===== src/sv/tgarle_pkg.sv =====
// Shared types and constants for the run-length TGA pixel decoder.
`timescale 1ns / 1ps

package tgarle_pkg;

    localparam int MAX_DIM_DEFAULT = 4096;
    localparam int CFG_DATA_W      = 13;
    localparam int CFG_INDEX_W     = 2;
    localparam int INDEX_W         = 24;
    localparam int TOTAL_W         = INDEX_W + 1;
    localparam int QUEUE_DEPTH     = 2;

    localparam logic [TOTAL_W-1:0] TOTAL_MAX = TOTAL_W'(1) << INDEX_W;

    localparam logic [CFG_INDEX_W-1:0] CFG_IMAGE_WIDTH  = 2'd0;
    localparam logic [CFG_INDEX_W-1:0] CFG_IMAGE_HEIGHT = 2'd1;
    localparam logic [CFG_INDEX_W-1:0] CFG_HAS_ALPHA    = 2'd2;

    localparam logic [7:0] HDR_COUNT_MASK = 8'h7F;
    localparam logic [7:0] ALPHA_OPAQUE   = 8'hFF;

    // Settings that both halves of the decoder look at.
    typedef struct packed {
        logic               has_alpha;
        logic [TOTAL_W-1:0] total;
    } t_cfg;

    // One completed pixel handed from the packet parser to the run formatter.
    typedef struct packed {
        logic [31:0]        argb;
        logic [INDEX_W-1:0] start_index;
        logic [7:0]         pixels_left;
        logic               repeat_pkt;
    } t_run_cmd;

endpackage


===== src/sv/tgarle_front.sv =====
// Packet parser: tracks headers, assembles pixels and counts decoded pixels.
`timescale 1ns / 1ps

module tgarle_front
    import tgarle_pkg::*;
(
    input  logic             i_clk,
    input  logic             i_rst_n,
    input  t_cfg             i_cfg,
    input  logic             i_fire,
    input  logic [7:0]       i_data_byte,
    input  logic             i_image_start,
    output logic             o_push,
    output t_run_cmd         o_cmd
);

    logic               r_expect_header, n_expect_header;
    logic               r_repeat_pkt, n_repeat_pkt;
    logic [7:0]         r_pixels_left, n_pixels_left;
    logic [1:0]         r_byte_phase, n_byte_phase;
    logic [23:0]        r_partial, n_partial;
    logic [INDEX_W-1:0] r_pixel_count, n_pixel_count;
    logic               r_image_done, n_image_done;

    // State as seen by this byte, after an image start has cleared it.
    logic               e_expect_header;
    logic               e_repeat_pkt;
    logic [7:0]         e_pixels_left;
    logic [1:0]         e_byte_phase;
    logic [23:0]        e_partial;
    logic [INDEX_W-1:0] e_pixel_count;
    logic               e_image_done;

    logic               completes;
    logic [23:0]        color;
    logic [7:0]         alpha;
    logic [TOTAL_W-1:0] run_end;
    logic               last;
    logic [7:0]         left_after;

    always_comb begin
        if (i_image_start) begin
            e_expect_header = 1'b1;
            e_repeat_pkt    = 1'b0;
            e_pixels_left   = '0;
            e_byte_phase    = '0;
            e_partial       = '0;
            e_pixel_count   = '0;
            e_image_done    = 1'b0;
        end else begin
            e_expect_header = r_expect_header;
            e_repeat_pkt    = r_repeat_pkt;
            e_pixels_left   = r_pixels_left;
            e_byte_phase    = r_byte_phase;
            e_partial       = r_partial;
            e_pixel_count   = r_pixel_count;
            e_image_done    = r_image_done;
        end
    end

    assign completes = i_cfg.has_alpha ? (e_byte_phase == 2'd3) : (e_byte_phase >= 2'd2);
    assign color     = i_cfg.has_alpha ? e_partial : {i_data_byte, e_partial[15:0]};
    assign alpha     = i_cfg.has_alpha ? i_data_byte : ALPHA_OPAQUE;

    // A repeat run ends the image when it reaches the total; a literal pixel
    // when it is the final one.
    assign run_end    = {1'b0, e_pixel_count}
                      + (e_repeat_pkt ? {{(TOTAL_W-8){1'b0}}, e_pixels_left} : TOTAL_W'(1));
    assign last       = (run_end >= i_cfg.total);
    assign left_after = e_pixels_left - 8'd1;

    always_comb begin
        n_expect_header = e_expect_header;
        n_repeat_pkt    = e_repeat_pkt;
        n_pixels_left   = e_pixels_left;
        n_byte_phase    = e_byte_phase;
        n_partial       = e_partial;
        n_pixel_count   = e_pixel_count;
        n_image_done    = e_image_done;
        o_push          = 1'b0;
        if (!e_image_done) begin
            if ({1'b0, e_pixel_count} >= i_cfg.total) begin
                n_image_done = 1'b1;
            end else if (e_expect_header) begin
                n_repeat_pkt    = i_data_byte[7];
                n_pixels_left   = (i_data_byte & HDR_COUNT_MASK) + 8'd1;
                n_byte_phase    = '0;
                n_expect_header = 1'b0;
            end else if (!completes) begin
                case (e_byte_phase)
                    2'd0:    n_partial[7:0]   = i_data_byte;
                    2'd1:    n_partial[15:8]  = i_data_byte;
                    2'd2:    n_partial[23:16] = i_data_byte;
                    default: n_partial        = e_partial;
                endcase
                n_byte_phase = e_byte_phase + 2'd1;
            end else begin
                o_push       = 1'b1;
                n_partial    = color;
                n_byte_phase = '0;
                if (e_repeat_pkt) begin
                    n_pixels_left   = '0;
                    n_expect_header = 1'b1;
                end else begin
                    n_pixels_left = left_after;
                    if (left_after == 8'd0) begin
                        n_expect_header = 1'b1;
                    end
                end
                if (last) begin
                    n_image_done = 1'b1;
                end else begin
                    n_pixel_count = run_end[INDEX_W-1:0];
                end
            end
        end
    end

    assign o_cmd.argb        = {alpha, color};
    assign o_cmd.start_index = e_pixel_count;
    assign o_cmd.pixels_left = e_pixels_left;
    assign o_cmd.repeat_pkt  = e_repeat_pkt;

    always_ff @(posedge i_clk) begin
        if (!i_rst_n) begin
            r_expect_header <= 1'b1;
            r_repeat_pkt    <= 1'b0;
            r_pixels_left   <= '0;
            r_byte_phase    <= '0;
            r_partial       <= '0;
            r_pixel_count   <= '0;
            r_image_done    <= 1'b0;
        end else if (i_fire) begin
            r_expect_header <= n_expect_header;
            r_repeat_pkt    <= n_repeat_pkt;
            r_pixels_left   <= n_pixels_left;
            r_byte_phase    <= n_byte_phase;
            r_partial       <= n_partial;
            r_pixel_count   <= n_pixel_count;
            r_image_done    <= n_image_done;
        end
    end

endmodule


===== src/sv/tgarle_queue.sv =====
// Small register queue of completed pixels between parser and formatter.
`timescale 1ns / 1ps

module tgarle_queue
    import tgarle_pkg::*;
(
    input  logic     i_clk,
    input  logic     i_rst_n,
    input  logic     i_push,
    input  t_run_cmd i_cmd,
    output logic     o_full,
    output logic     o_valid,
    input  logic     i_pop,
    output t_run_cmd o_cmd
);

    localparam int PTR_W = (QUEUE_DEPTH > 1) ? $clog2(QUEUE_DEPTH) : 1;
    localparam int CNT_W = $clog2(QUEUE_DEPTH + 1);
    localparam logic [PTR_W-1:0] LAST_SLOT = PTR_W'(QUEUE_DEPTH - 1);

    t_run_cmd           r_mem [QUEUE_DEPTH];
    logic [PTR_W-1:0]   r_wptr, n_wptr;
    logic [PTR_W-1:0]   r_rptr, n_rptr;
    logic [CNT_W-1:0]   r_count, n_count;
    logic               do_push, do_pop;

    assign o_full  = (r_count == CNT_W'(QUEUE_DEPTH));
    assign o_valid = (r_count != '0);
    assign o_cmd   = r_mem[r_rptr];
    assign do_push = i_push && !o_full;
    assign do_pop  = i_pop && o_valid;

    always_comb begin
        n_wptr  = r_wptr;
        n_rptr  = r_rptr;
        n_count = r_count;
        if (do_push) begin
            n_wptr = (r_wptr == LAST_SLOT) ? '0 : r_wptr + PTR_W'(1);
        end
        if (do_pop) begin
            n_rptr = (r_rptr == LAST_SLOT) ? '0 : r_rptr + PTR_W'(1);
        end
        if (do_push && !do_pop) begin
            n_count = r_count + CNT_W'(1);
        end else if (do_pop && !do_push) begin
            n_count = r_count - CNT_W'(1);
        end
    end

    always_ff @(posedge i_clk) begin
        if (!i_rst_n) begin
            r_wptr  <= '0;
            r_rptr  <= '0;
            r_count <= '0;
        end else begin
            r_wptr  <= n_wptr;
            r_rptr  <= n_rptr;
            r_count <= n_count;
        end
    end

    always_ff @(posedge i_clk) begin
        if (do_push) begin
            r_mem[r_wptr] <= i_cmd;
        end
    end

endmodule


===== src/sv/tgarle_back.sv =====
// Run formatter: clips runs to the image, flags the final run, drives results.
`timescale 1ns / 1ps

module tgarle_back
    import tgarle_pkg::*;
(
    input  logic               i_clk,
    input  logic               i_rst_n,
    input  t_cfg               i_cfg,
    input  logic               i_cmd_valid,
    input  t_run_cmd           i_cmd,
    output logic               o_pop,
    output logic               o_valid,
    input  logic               i_ready,
    output logic [31:0]        o_argb,
    output logic [INDEX_W-1:0] o_start_index,
    output logic [7:0]         o_run_length,
    output logic               o_last_run
);

    logic               r_valid;
    logic [31:0]        r_argb;
    logic [INDEX_W-1:0] r_start_index;
    logic [7:0]         r_run_length;
    logic               r_last_run;

    logic [TOTAL_W-1:0] remaining;
    logic [TOTAL_W-1:0] len_wide;

    assign o_pop = i_cmd_valid && (!r_valid || i_ready);

    // The parser never issues a run at or past the total, so the remainder
    // is at least one pixel.
    assign remaining = i_cfg.total - {1'b0, i_cmd.start_index};

    always_comb begin
        if (!i_cmd.repeat_pkt) begin
            len_wide = TOTAL_W'(1);
        end else if ({{(TOTAL_W-8){1'b0}}, i_cmd.pixels_left} > remaining) begin
            len_wide = remaining;
        end else begin
            len_wide = {{(TOTAL_W-8){1'b0}}, i_cmd.pixels_left};
        end
    end

    always_ff @(posedge i_clk) begin
        if (!i_rst_n) begin
            r_valid <= 1'b0;
        end else if (o_pop) begin
            r_valid <= 1'b1;
        end else if (i_ready) begin
            r_valid <= 1'b0;
        end
    end

    always_ff @(posedge i_clk) begin
        if (o_pop) begin
            r_argb        <= i_cmd.argb;
            r_start_index <= i_cmd.start_index;
            r_run_length  <= len_wide[7:0];
            r_last_run    <= (len_wide == remaining);
        end
    end

    assign o_valid       = r_valid;
    assign o_argb        = r_argb;
    assign o_start_index = r_start_index;
    assign o_run_length  = r_run_length;
    assign o_last_run    = r_last_run;

endmodule


===== src/sv/tga_rle_pixel_decoder.sv =====
// Top level of the run-length TGA pixel decoder: settings, parser, queue, formatter.
`timescale 1ns / 1ps

// Decodes run-length-encoded 24 or 32 bit TGA pixel data, one byte per request,
// into runs of one colour with their linear start index, length and a flag on
// the run that completes the image. A byte is taken every cycle unless the queue
// is full: the packet parser updates its small state per byte, and a two-entry
// queue plus the run formatter's output register keep it running while results
// wait. A run is queued, then held in the run formatter's output register. Bytes
// past the end of the image are dropped until a request with image_start.
// The pixel total is worked out when a dimension is written, so settings
// take effect from the next cycle on; there is no clearing pass after reset.
module tga_rle_pixel_decoder
    import tgarle_pkg::*;
#(
    parameter int MAX_DIM = MAX_DIM_DEFAULT
)
(
    input  logic                   i_clk,
    input  logic                   i_rst_n,
    input  logic                   i_cfg_we,
    input  logic [CFG_INDEX_W-1:0] i_cfg_index,
    input  logic [CFG_DATA_W-1:0]  i_cfg_data,
    input  logic                   i_valid,
    output logic                   o_ready,
    input  logic [7:0]             i_data_byte,
    input  logic                   i_image_start,
    output logic                   o_valid,
    input  logic                   i_ready,
    output logic [31:0]            o_argb,
    output logic [INDEX_W-1:0]     o_start_index,
    output logic [7:0]             o_run_length,
    output logic                   o_last_run
);

    localparam int DIM_W  = $clog2(MAX_DIM + 1);
    localparam int PROD_W = 2 * DIM_W;

    function automatic logic [DIM_W-1:0] clamp_dim(input logic [CFG_DATA_W-1:0] v);
        logic [31:0] wide;
        wide = {{(32-CFG_DATA_W){1'b0}}, v};
        if (v == '0) begin
            return DIM_W'(1);
        end else if (wide > 32'(MAX_DIM)) begin
            return DIM_W'(MAX_DIM);
        end else begin
            return DIM_W'(wide);
        end
    endfunction

    function automatic logic [TOTAL_W-1:0] saturate_total(input logic [PROD_W-1:0] p);
        logic [PROD_W+TOTAL_W-1:0] pw;
        logic [PROD_W+TOTAL_W-1:0] lim;
        pw  = {{TOTAL_W{1'b0}}, p};
        lim = {{PROD_W{1'b0}}, TOTAL_MAX};
        if (pw > lim) begin
            return TOTAL_MAX;
        end else begin
            return pw[TOTAL_W-1:0];
        end
    endfunction

    logic [CFG_DATA_W-1:0] r_width;
    logic [CFG_DATA_W-1:0] r_height;
    logic                  r_has_alpha;
    logic [TOTAL_W-1:0]    r_total;
    logic [PROD_W-1:0]     product;
    logic [DIM_W-1:0]      mul_a, mul_b;

    t_cfg     cfg;
    logic     in_fire;
    logic     push;
    t_run_cmd push_cmd;
    logic     q_full;
    logic     q_valid;
    logic     q_pop;
    t_run_cmd q_cmd;

    // One dimension comes from the write data, the other from its register.
    always_comb begin
        if (i_cfg_index == CFG_IMAGE_WIDTH) begin
            mul_a = clamp_dim(i_cfg_data);
            mul_b = clamp_dim(r_height);
        end else begin
            mul_a = clamp_dim(r_width);
            mul_b = clamp_dim(i_cfg_data);
        end
    end

    assign product = mul_a * mul_b;

    always_ff @(posedge i_clk) begin
        if (!i_rst_n) begin
            r_width     <= CFG_DATA_W'(1);
            r_height    <= CFG_DATA_W'(1);
            r_has_alpha <= 1'b0;
            r_total     <= TOTAL_W'(1);
        end else if (i_cfg_we) begin
            case (i_cfg_index)
                CFG_IMAGE_WIDTH: begin
                    r_width <= i_cfg_data;
                    r_total <= saturate_total(product);
                end
                CFG_IMAGE_HEIGHT: begin
                    r_height <= i_cfg_data;
                    r_total  <= saturate_total(product);
                end
                CFG_HAS_ALPHA: begin
                    r_has_alpha <= i_cfg_data[0];
                end
                default: begin
                    r_total <= r_total;
                end
            endcase
        end
    end

    assign cfg.has_alpha = r_has_alpha;
    assign cfg.total     = r_total;

    assign o_ready = !q_full;
    assign in_fire = i_valid && o_ready;

    tgarle_front u_front (
        .i_clk         (i_clk),
        .i_rst_n       (i_rst_n),
        .i_cfg         (cfg),
        .i_fire        (in_fire),
        .i_data_byte   (i_data_byte),
        .i_image_start (i_image_start),
        .o_push        (push),
        .o_cmd         (push_cmd)
    );

    tgarle_queue u_queue (
        .i_clk   (i_clk),
        .i_rst_n (i_rst_n),
        .i_push  (push && in_fire),
        .i_cmd   (push_cmd),
        .o_full  (q_full),
        .o_valid (q_valid),
        .i_pop   (q_pop),
        .o_cmd   (q_cmd)
    );

    tgarle_back u_back (
        .i_clk         (i_clk),
        .i_rst_n       (i_rst_n),
        .i_cfg         (cfg),
        .i_cmd_valid   (q_valid),
        .i_cmd         (q_cmd),
        .o_pop         (q_pop),
        .o_valid       (o_valid),
        .i_ready       (i_ready),
        .o_argb        (o_argb),
        .o_start_index (o_start_index),
        .o_run_length  (o_run_length),
        .o_last_run    (o_last_run)
    );

endmodule

===== config.mk =====
export PLATFORM = sky130hd
export DESIGN_NAME = tga_rle_pixel_decoder
export DESIGN_NICKNAME = d
export VERILOG_FILES = /design/src/sv/tgarle_pkg.sv /design/src/sv/tgarle_front.sv /design/src/sv/tgarle_queue.sv /design/src/sv/tgarle_back.sv /design/src/sv/tga_rle_pixel_decoder.sv
export SDC_FILE = /design/constraint.sdc
export NUM_CORES = 1
export LEC_CHECK = 0
export BUFFER_PORTS_ARGS = -buffer_cell sky130_fd_sc_hd__buf_4
export CAP_MARGIN = 20
export CORE_MARGIN = 2
export CORE_UTILIZATION = 68
export DETAILED_ROUTE_END_ITERATION = 16
export PLACE_DENSITY = 0.85
export SETUP_SLACK_MARGIN = 0.1
export SLEW_MARGIN = 20
export SYNTH_ARGS = -nofsm -noshare
export SYNTH_HDL_FRONTEND = slang
export SYNTH_SLANG_ARGS = --single-unit

===== constraint.sdc =====
create_clock -name i_clk -period 12.1 [get_ports i_clk]
set_input_delay 1.815 -clock i_clk [delete_from_list [all_inputs] [get_ports i_clk]]
set_output_delay 1.815 -clock i_clk [all_outputs]
set_load 0.02 [all_outputs]

# --- Word-level counts from Yosys, hierarchy flattened ---
# Memory sizes are Yosys's and may differ from the RTL's. A register that Yosys moved wholly into a read port is not among the register bits.
# Cells that the tools add are included.
word_totals:
  ff_bits: 183
  mem_bits_rw: 130
  input_bits: 29
  output_inout_bits: 67
  wordCells: 142
  memories: 1
mem_list:
  columns: ["name", "depth", "width", "read_ports", "rd_clocked_by_memory_dff", "wr", "line", "rtl"]
  rows:
  - ["u_queue.r_mem", 2, 65, 1, 1, 1, "tgarle_queue.sv:21", "t_run_cmd r_mem [QUEUE_DEPTH];"]
classes:
  add_sub_neg: 9
  multipliers: 1
  magnitude_cmp: 8
  n_eq_ne: 7
  muxes: 71
  n_reduce_logical: 26
ops:
  columns: ["operator", "count"]
  rows:
  - ["24-bit 2-to-1 mux", 12]
  - ["13-bit 2-to-1 mux", 8]
  - ["8-bit 2-to-1 mux", 11]
  - ["25-bit 2-to-1 mux", 3]
  - ["13-bit greater-than comparator (second input constant)", 3]
  - ["13-bit logical NOT", 3]
  - ["1-bit 2-to-1 mux", 30]
  - ["26-bit by 25-bit greater-than comparator with 1-bit output (second input constant)", 1]
  - ["13-bit by 13-bit multiplier with 26-bit output", 1]
  - ["24-bit by 25-bit adder with 25-bit output", 1]
  - ["25-bit equality test", 1]
  - ["24-bit by 25-bit >= comparator with 1-bit output", 1]
  - ["25-bit >= comparator", 1]
  - ["8-bit by 25-bit greater-than comparator with 1-bit output", 1]
  - ["25-bit by 24-bit subtractor with 25-bit output", 1]
  - ["2-bit 2-to-1 mux", 7]
  - ["7-bit by 1-bit adder with 8-bit output (second input constant)", 1]
  - ["2-bit equality test (second input constant)", 4]
  - ["8-bit logical NOT", 1]
  - ["2-bit AND reduction", 4]
  - ["8-bit by 1-bit subtractor with 8-bit output (second input constant)", 1]
  - ["1-bit logical AND", 7]
  - ["2-bit nonzero test", 3]
  - ["2-bit by 1-bit adder with 2-bit output (second input constant)", 2]
  - ["other kinds (8)", 14]

# --- Logic depth before layout (Yosys ltp) ---
# Gate-level depths: netlist of the first run.
depth:
  ltp_word: 13
  depth_mapped: 31
  depth_no_buf: 27

# --- By module ---
# A second synthesis of the first run with hierarchy kept.
unflattened:
  hier_cells: 2312
  area_unflattened_um2: 22897.0
by_module_without_submodules:
  columns: ["module", "n_inst", "cells_each", "area_each_um2", "seq_area_each_um2"]
  rows:
  - ["tga_rle_pixel_decoder", 1, 981, 8241.7, 1041.0]
  - ["tgarle_front", 1, 699, 5450.2, 1221.2]
  - ["tgarle_queue", 1, 227, 4941.0, 4003.8]
  - ["tgarle_back", 1, 405, 4264.1, 1971.9]

# --- Least setup slack after synthesis of the first run ---
# OpenSTA, ideal clock, no wires.
synth_path:
  kind: "input -> register"
  startpoint: "input i_cfg_index[1]"
  endpoint: "register r_total[22]"
  setup_ps: 59
  arrival_time_ps: 8657
  t_required_ps: 12041
  slack_ps: 3384
  cell_stages: 27
  path_buffers: 5
  path_cell_list: "or2_2 > clkbuf_1 > a21oi_1 > clkbuf_1 > a22o_1 > nand2_1 > fa_1 > inv_1 > fa_1 > fa_1 > fa_1 > inv_1 > fa_1 > inv_1 > ha_1 > clkbuf_1 > nand2_1 > nand2_1 > nor4_1 > a21bo_2 > a211oi_1 > a21oi_1 > mux2i_1 > and2_1 > clkbuf_1 > buf_2 > a22o_1"
synth_via:
  elab_chain_cells: 5
  word_cells_on_any_way: 9
  cone_classes: "mul: 1; order compare: 1; eq/ne: 1; mux: 3; reduce/logical: 3"
synth_rtl:
  columns: ["item", "line", "rtl"]
  rows:
  - ["from (decl)", "tga_rle_pixel_decoder.sv:22", "input logic [CFG_INDEX_W-1:0] i_cfg_index,"]
  - ["2-bit logical NOT", "tga_rle_pixel_decoder.sv:81, tga_rle_pixel_decoder.sv:99", null]
  - ["13-bit 2-to-1 mux", "tga_rle_pixel_decoder.sv:81", "if (i_cfg_index == CFG_IMAGE_WIDTH) begin"]
  - ["13-bit by 13-bit multiplier with 26-bit output", "tga_rle_pixel_decoder.sv:90", "assign product = mul_a * mul_b;"]
  - ["26-bit by 25-bit greater-than comparator with 1-bit output", "tga_rle_pixel_decoder.sv:56", "if (pw > lim) begin"]
  - ["25-bit 2-to-1 mux", "tga_rle_pixel_decoder.sv:56", null]
  - ["to (signal assigned)", "tga_rle_pixel_decoder.sv:102", "r_total <= saturate_total(product);"]
  - ["to (signal assigned)", "tga_rle_pixel_decoder.sv:106", "r_total <= saturate_total(product);"]
  - ["to (signal assigned)", "tga_rle_pixel_decoder.sv:112", "r_total <= r_total;"]
  - ["to (decl)", "tga_rle_pixel_decoder.sv:66", "logic [TOTAL_W-1:0] r_total;"]
# Parallel ways exist; a longest one is shown, timed or not.
# A chain may end at the register's enable or synchronous reset.

# --- Worst setup path in the final report of the first run ---
layout_path:
  startpoint: "input i_cfg_data[7]"
  endpoint: "register r_total[1]"
layout_via:
  elab_chain_cells: 7
  word_cells_on_any_way: 9
  cone_classes: "mul: 1; order compare: 2; mux: 5; reduce/logical: 1"
layout_rtl:
  columns: ["item", "line", "rtl"]
  rows:
  - ["from (decl)", "tga_rle_pixel_decoder.sv:23", "input logic [CFG_DATA_W-1:0] i_cfg_data,"]
  - ["13-bit greater-than comparator", "tga_rle_pixel_decoder.sv:44", "end else if (wide > 32'(MAX_DIM)) begin"]
  - ["13-bit 2-to-1 mux", "tga_rle_pixel_decoder.sv:44", null]
  - ["13-bit 2-to-1 mux (*)", "tga_rle_pixel_decoder.sv:42", "if (v == '0) begin"]
  - ["13-bit 2-to-1 mux", "tga_rle_pixel_decoder.sv:81", null]
  - ["13-bit by 13-bit multiplier with 26-bit output (*)", "tga_rle_pixel_decoder.sv:90", null]
  - ["26-bit by 25-bit greater-than comparator with 1-bit output", "tga_rle_pixel_decoder.sv:56", null]
  - ["25-bit 2-to-1 mux (*)", "tga_rle_pixel_decoder.sv:56", null]
# Mark *: on every way between the ends. The rest lies on a longest branch, timed or not.

==> results.tsv, run 1 <==
stage	metric	value	unit
yosys	yosys warns	0	
yosys	Compound-Gate Fraction of Synth Area	14.3	%
final_layout	Diodes inserted	0	
yosys	number of synthesized flops with an enable pin	195	
final_layout	Fill cells	2082	
cts	clock latency on the worst-skew pair	0.52	ns
cts	post-CTS sizing	0	
worst_setup_path	slowest library cell on the worst path	a21oi_1	
sta	slew margin rel.	26.2	%
floorplan	Core ar.	0.0316	sq mm
cts	clk buf depth	3	
yosys	largest cells by area after synthesis	edfxtp_1 27%, fa_1 11%, dfxtp_1 11%	
yosys	Synth Area in Adders	20.9	%
power	Power Total	0.00339	W
yosys	multiplexer share of the synthesized area	3.98	%
worst_setup_path	crit path max fanout	18	
power	pwr/cell area	141	mW/mm^2
global_route	global-route wire length before repair	89.3	mm
placed_design	post-detail-place hpwl	42.3	mm
route	drt via density	6.33	
yosys	Post-Syn Instances	2186	
worst_setup_path	CP cell instances	buf_4 > nor4_1 > nand3_1 > a21oi_1 > a22o_1 > nand2_1 > fa_1 > fa_1 > fa_1 > inv_1 > fa_1 > inv_1 > fa_1 > inv_1 > ha_1 > a2111o_1 > a2bb2oi_1 > a211oi_1 > o21bai_1 > a21oi_1 > xor2_1 > and2_1 > a22o_1	
yosys	syn nets	2506	
cts	number of CTS-inserted buffers	35	
worst_setup_path	Critical Path AT	9.61	ns
yosys	Cell variety after synth	82	
sta	Slew Limit Fails	0	
floorplan	die area	0.0335	sq mm
worst_setup_path	Crit Reg-Reg Startpoint	r_height[4]$_SDFFE_PN0P_	
route	WL per Instance	21.0	um
cts	Sink Count	314	
route	DRT Pass-1 Iters	6	
sta	Period minus WS final	9.14	ns
worst_setup_path	CP Capture Type	flop	
global_route	largest net degree at the start of global routing	75	
cts	CTS tree	built	
final_layout	layout cell share with drive strength beyond 1	10.7	%
worst_setup_path	R2R Setup Slk	3.73	ns
cts	clock root buffer	clkbuf_16	
power	P_leak	10.2	nW
yosys	simple-gate portion of the synthesized area	14.8	%
yosys	xor/xnor share of the synthesized area	2.65	%
route	initial DRC count	1285	
sta	fmax	0.109	GHz
global_route	remaining global-route overflow	0	
sta	Tcrit/Tclk final	75.6	%
sta	Finish-stage setup viols	0	
final_layout	Storage cell area	0.00824	sq mm
yosys	largest family of logic cells by synthesized area	adder cells	
cts	Clock H-tree levels	2	
worst_setup_path	worst r2r dst	r_total[1]$_SDFFE_PN0P_	
worst_setup_path	WP data required	12.56	ns
sta	Post-Route Setup TNS	0	ns
final_layout	Multi-input gate area	0.0124	sq mm
route	DRC Markers	0	
worst_setup_path	startpoint types	input port	
worst_hold_path	worst hold path depth	1	
final_layout	synthesis-to-layout area growth	10.2	%
floorplan	Die Wd	183	um
final_layout	Layout Cells excl Fill	2682	
route	remaining antenna violation count	0	
run	maxcap violations	0	
sta	Worst Skew	0.0185	ns
floorplan	initial core utilization	69.1	%
yosys	area share of the largest cell type after synthesis	26.9	%
yosys	post-synth top area cell	edfxtp_1	
worst_setup_path	Reg2Reg Depth	23	
worst_setup_path	CP Capture Point	r_total[1]$_SDFFE_PN0P_	
sta	Fin. Hold Viols	0	
worst_setup_path	cell family with most CP delay	adder cells	
worst_hold_path	min-delay src	u_front.r_byte_phase[1]$_SDFFE_PN0P_	
worst_setup_path	stages on the worst setup path	23	
yosys	Synth Register Bits	314	
run_status	status	complete, no violations	
floorplan	Die Y	183	um
worst_setup_path	Critical Path Source	i_cfg_data[7]	
floorplan	row count	65	
floorplan	Top Ports	96	
route	wirelength, routed	56.4	mm
worst_setup_path	crit-path most repeated cell	fa_1	
cts	Post-CTS Repair Setup Buffers	0	
yosys	Mapped Area	0.0218	sq mm
sta	unrepaired setup endpoints after global routing	no	
global_route	initial antenna violation count	0	
placed_design	GP Congestion	1.02	
final_layout	# nets final	2573	
placed_design	PortBufs	95	
global_route	vias in the first global route	16900	
cts	CTS Hold Bufs	0	
worst_hold_path	hold crit path type	flop to flop	
yosys	Post-synth ARST share	0	%
sta	worst slew pin tran	1.08	ns
yosys	Synth Area per Inst	9.97	sq um
route	Vias	17000	
yosys	Main synth FF type	edfxtp_1	
placed_design	DP Cell Count	2618	
worst_setup_path	Buf/Inv on CP	4	
global_route	GRT Resource Usage Total	33.9	%
yosys	part of the Yosys area used for sequential elements	37.8	%
power	Worst IR Drop VDD	0.000160	V
cts	clock transition at the registers of the reported paths	0.06	ns
worst_setup_path	critical path class	input port to flop	
worst_setup_path	CP max stage delay	0.78	ns
==> registers in the layout (all words and copies together) (netlist names), 2 cells and up, named ones only <==
name / count
u_queue.r_mem: 130
u_back.o_argb: 32
r_total: 25
u_back.o_start_index: 24
u_front.r_partial: 24
u_front.r_pixel_count: 24
r_height: 13
r_width: 13
u_back.o_run_length: 8
u_front.r_pixels_left: 8
u_front.r_byte_phase: 2
u_queue.r_count: 2
==> routing by layer <==
| layer | up-vias | part of all wire [%] | track usage [%] |
|---|---|---|---|
| met2 | 743 | 49 | 58.4 |
| met1 | 8254 | 39 | 42.6 |
| met3 | 161 | 7.4 | 5.70 |
| met5 | - | 0 | 0 |
| li1 | 7816 | - | - |
| met4 | 0 | 4.3 | 14.4 |
==> kinds of logic after synthesis <==
family / Yosys count
fa+ha+maj: 291
flops: 314
compound gates: 437
buf+inv: 320
mux: 81
xor+xnor: 66
simple gates: 677
==> layout make-up <==
type,count,share of cell area [%]
clock buffers,51,4.24
repair buffers,111,3.47
multi-input cells,1552,51.4
flip-flops and latches,314,34.3
clock inverters,13,0.755
well taps,402,2.09
inverters,239,3.73
==> worst min path at each step <==
stage	endpoint
floorplan	u_front.r_partial[10]$_SDFFE_PN0P_
global placement	u_front.r_partial[12]$_SDFFE_PN0P_
detailed placement	u_front.r_partial[12]$_SDFFE_PN0P_
CTS	u_front.r_byte_phase[1]$_SDFFE_PN0P_
global route	u_front.r_byte_phase[0]$_SDFFE_PN0P_
finish	u_front.r_byte_phase[1]$_SDFFE_PN0P_
==> placed cells by master, fill, tap and decap left out, types with 36 or more instances in the layout <==
cell,count
dfxtp_1,118
nand2_1,236
nor2b_1,58
a21oi_1,105
nor2_1,164
clkbuf_16,37
edfxtp_1,195
a22o_1,67
fa_1,123
xnor2_1,42
a21o_1,36
o21ai_0,50
mux2i_1,39
ha_1,168
buf_4,111
nor3_1,40
mux2_2,41
inv_1,238
==> where the power goes <==
part / total (W) / switching (W) / internal (W)
clock network: 0.00109 / 0.000438 / 0.000657
logic: 0.000952 / 0.000596 / 0.000356
registers: 0.00134 / 0.0000689 / 0.00127
==> metrics by stage <==
stage / worst slack [ns] / hold slack [ns] / cell area, sq um / utilization [%]
6_report: 2.96 / 0.467 / 24000 / 76.2
5_1_grt: 2.36 / 0.488 / 24000 / 76.2
4_1_cts: 3.09 / 0.469 / 24000 / 76.2
3_5_place_dp: 2.57 / 0.446 / 22800 / 72.4
3_3_place_gp: 2.78 / 0.449 / 22800 / 72.4
2_1_floorplan: 3.38 / 0.435 / 21800 / -
==> synth_stat cells, types with 5 or more instances <==
library cell  instances
a211oi_1              6
or3_1                 6
nand2_1             236
o22ai_1              12
a21o_1               36
fa_1                123
nand2b_1             27
o21a_1               14
mux2_2               41
nand3_1              27
xor2_1               24
o21ai_0              50
nor3_1               40
a31oi_1              12
nor2b_1              58
a21boi_0              7
and3_1               27
inv_1               238
o21bai_1              9
nor2_1              166
o31a_1                5
edfxtp_1            195
mux2i_1              39
dfxtp_1             119
o211ai_1              8
o31ai_1               7
o221a_2               8
nor4_1               13
a32o_1                6
and2_1               24
nand3b_1              9
xnor2_1              42
a41oi_1               5
a21oi_1             105
ha_1                168
a22oi_1              26
nand4_1              15
or2_2                12
clkbuf_1             70
a22o_1               67
No activity file was read; power rests on OpenSTA's default activity.
==> inputs of run 2 (changes only) <==
--- a/config.mk
+++ b/config.mk
@@ -8,9 +8,9 @@
 export BUFFER_PORTS_ARGS = -buffer_cell sky130_fd_sc_hd__buf_4
 export CAP_MARGIN = 20
 export CORE_MARGIN = 2
-export CORE_UTILIZATION = 68
+export CORE_UTILIZATION = 63
 export DETAILED_ROUTE_END_ITERATION = 16
-export PLACE_DENSITY = 0.85
+export PLACE_DENSITY = 0.79
 export SETUP_SLACK_MARGIN = 0.1
 export SLEW_MARGIN = 20
 export SYNTH_ARGS = -nofsm -noshare
==> constraint.sdc (replaced) <==
create_clock -name i_clk -period 9.4 [get_ports i_clk]
set_input_delay 1.41 -clock i_clk [delete_from_list [all_inputs] [get_ports i_clk]]
set_output_delay 1.41 -clock i_clk [all_outputs]
set_load 0.02 [all_outputs]
==> run 2 against run 1 <==
Against the previous run:
- critical path depth increased by 2
- cell area increased by 0.14%
- total power increased by 26%
- first-iteration DRC count increased by 5.9%
- sequential power increased by 28%
- cell count increased by 2.2%
- critical path type unchanged
- largest power group unchanged
- highest routed layer unchanged
==> results.tsv, run 2 (same netlist as run 1, synthesis figures left out) <==
stage	metric	value	unit	change
run_status	status	complete, no violations		unchanged
power	Power Total	0.00427	W	was 0.00339 W
sta	worst slew pin tran	1.01	ns	was 1.08 ns
route	WL per Instance	20.0	um	was 21.0 um
cts	clk buf depth	3		unchanged
route	DRC Markers	0		unchanged
worst_hold_path	min-delay src	u_front.r_byte_phase[0]$_SDFFE_PN0P_		was u_front.r_byte_phase[1]$_SDFFE_PN0P_
global_route	remaining global-route overflow	0		unchanged
route	wirelength, routed	54.9	mm	was 56.4 mm
worst_setup_path	crit-path most repeated cell	fa_1		unchanged
worst_setup_path	CP max stage delay	0.71	ns	was 0.78 ns
power	pwr/cell area	177	mW/mm^2	was 141 mW/mm^2
final_layout	Design Area, Final	0.0241	sq mm	was 0.0240 sq mm
cts	CTS tree	built		unchanged
run	maxcap violations	0		unchanged
sta	Finish-stage setup viols	0		unchanged
sta	Tcrit/Tclk final	89.3	%	
global_route	largest net degree at the start of global routing	75		unchanged
final_layout	synthesis-to-layout area growth	10.4	%	was 10.2%
cts	Sink Count	314		unchanged
floorplan	die area	0.0361	sq mm	was 0.0335 sq mm
cts	post-CTS sizing	0		unchanged
worst_setup_path	worst r2r dst	r_total[4]$_SDFFE_PN0P_		was r_total[1]$_SDFFE_PN0P_
sta	Fin. Hold Viols	0		unchanged
route	initial DRC count	1361		was 1285
power	Worst IR Drop VDD	0.000158	V	was 0.000160 V
sta	fmax	0.119	GHz	
final_layout	commonest non-fill, non-tap cell in the layout	inv_1		unchanged
cts	clock transition at the registers of the reported paths	0.06	ns	about the same
worst_setup_path	critical path class	input port to flop		unchanged
worst_setup_path	CP Capture Type	flop		unchanged
route	remaining antenna violation count	0		unchanged
route	Vias	16800		was 17.0k
sta	Period minus WS final	8.39	ns	
final_layout	Most flops, register	u_queue.r_mem		unchanged
placed_design	Post-DP Area	0.0229	sq mm	was 0.0228 sq mm
floorplan	Core ar.	0.0343	sq mm	was 0.0316 sq mm
sta	Worst Skew	0.0208	ns	was 0.0185 ns
sta	slew margin rel.	32.9	%	was 26.2%
worst_setup_path	Buf/Inv on CP	6		was 4
worst_hold_path	Hold Path End	u_front.r_byte_phase[0]$_SDFFE_PN0P_		was u_front.r_byte_phase[1]$_SDFFE_PN0P_
global_route	initial antenna violation count	1		was 0
sta	Post-Route Setup TNS	0	ns	unchanged
global_route	vias in the first global route	16800		was 16.9k
route	drt via density	6.11		was 6.33
final_layout	# nets final	2580		was 2573
final_layout	most frequent cells in the layout	238 x inv_1, 236 x nand2_1, 195 x edfxtp_1, 168 x ha_1, 164 x nor2_1		unchanged
cts	CTS Hold Bufs	0		unchanged
sta	unrepaired setup endpoints after global routing	no		unchanged
worst_setup_path	startpoint types	input port		unchanged
floorplan	row count	68		was 65
global_route	global-route wire length before repair	87.8	mm	was 89.3 mm
worst_setup_path	R2R Setup Slk	1.06	ns	was 3.73 ns
worst_setup_path	Reg2Reg Depth	27		was 23
worst_setup_path	Crit Reg-Reg Startpoint	r_width[4]$_SDFFE_PN0P_		was r_height[4]$_SDFFE_PN0P_
cts	clock root buffer	clkbuf_16		unchanged
power	P_leak	10.2	nW	about the same
final_layout	max reg flops	130		unchanged
route	DRT Pass-1 Iters	6		unchanged
cts	Post-CTS Repair Setup Buffers	0		unchanged
placed_design	PortBufs	95		unchanged
final_layout	layout cell share with drive strength beyond 1	11.0	%	was 10.7%
worst_hold_path	hold crit path type	flop to flop		unchanged
placed_design	GP Congestion	0.982		was 1.02
worst_setup_path	cell family with most CP delay	adder cells		unchanged
worst_setup_path	slowest library cell on the worst path	a22oi_1		was a21oi_1
worst_hold_path	worst hold path depth	2		was 1
floorplan	initial core utilization	63.6	%	was 69.1%
worst_setup_path	crit path max fanout	22		was 18
global_route	GRT Resource Usage Total	30.7	%	was 33.9%
final_layout	utilization after layout	70.2	%	was 76.2%
floorplan	Die Wd	190	um	was 183 um
floorplan	Die Y	190	um	was 183 um
worst_setup_path	WP data required	9.86	ns	was 12.56 ns
placed_design	post-detail-place hpwl	41.7	mm	was 42.3 mm
sta	Slew Limit Fails	0		unchanged
cts	number of CTS-inserted buffers	35		unchanged
cts	Clock H-tree levels	2		unchanged
cts	clock latency on the worst-skew pair	0.53	ns	was 0.52 ns
worst_setup_path	Critical Path AT	8.85	ns	was 9.61 ns
floorplan	Top Ports	96		unchanged
run 2: cell count changes in the layout (fill, tap and decap cells not counted), sizes merged:
| cell | before | now |
|---|---|---|
| inv | 240 | 241 |
| bufinv | 3 | 1 |
| buf | 111 | 117 |
| clkinv | 6 | 14 |
| clkbuf | 51 | 46 |
| clkinvlp | 3 | 1 |
| diode | 0 | 1 |
run 2: area by class of cell:
class,count,area (sq um)
Timing Repair Buffer,118,886
Inverter,239,897
Multi-Input combinational cell,1552,12400
Tap cell,455,569
Fill cell,2547,10200
Sequential cell,314,8240
Clock inverter,18,146
Clock buffer,45,965
Antenna cell,1,2.50
run 2: stage by stage:
| stage | hold WS [ns] | instances | setup slack, ns |
|---|---|---|---|
| 2_1_floorplan | 0.435 | 2186 | 1.09 |
| 3_3_place_gp | 0.450 | 2677 | 0.654 |
| 3_5_place_dp | 0.454 | 2677 | 0.363 |
| 4_1_cts | 0.470 | 2740 | 0.919 |
| 5_1_grt | 0.495 | 2741 | 0.371 |
| 6_report | 0.468 | 2742 | 1.01 |
run 2: worst max path at each step:
| stage | from | to | slack [ns] | cells after the start |
|---|---|---|---|---|
| after global placement | i_cfg_index[0] | r_total[4]$_SDFFE_PN0P_ | 0.65 | 25 |
| after global routing | i_cfg_index[1] | r_total[1]$_SDFFE_PN0P_ | 0.37 | 25 |
| final | i_cfg_index[1] | r_total[4]$_SDFFE_PN0P_ | 1.01 | 25 |
| after CTS | i_cfg_index[0] | r_total[4]$_SDFFE_PN0P_ | 0.92 | 25 |
| after detailed placement | i_cfg_index[0] | r_total[1]$_SDFFE_PN0P_ | 0.36 | 25 |
| after floorplan | i_cfg_index[1] | r_total[22]$_SDFFE_PN0P_ | 1.09 | 27 |
run 2: worst register-to-register path: stages, from the launching register on:
cell and delay (ns):
dfxtp_1 0.35, nor4_1 0.57, nand3_1 0.14, nor2_1 0.14, xor2_1 0.15, nor2_1 0.05, buf_4 0.22, a22oi_1 0.71
nor2_1 0.14, fa_1 0.57, inv_1 0.05, fa_1 0.52, inv_1 0.05, fa_1 0.49, fa_1 0.51, inv_1 0.06
fa_1 0.53, inv_1 0.04, ha_1 0.37, a21oi_1 0.22, o21ai_0 0.16, nor4_1 0.28, a21bo_2 0.30, a211oi_1 0.30
a21oi_1 0.18, mux2i_1 0.34, and2_1 0.61, a22o_1 0.22
run 2: power breakdown:
group | switching, W | total (W) | leakage, nW | internal (W)
Clock | 0.000554 | 0.00132 | 0.553 | 0.000762
Combinational | 0.000767 | 0.00123 | 6.94 | 0.000462
Sequential | 0.0000896 | 0.00172 | 2.72 | 0.00163
run 2: per-layer routing:
metal,track usage [%],share of wire [%]
met3,4.67,6.6
met4,13.8,4.5
met5,0,0
met1,39.6,42
met2,51.4,47
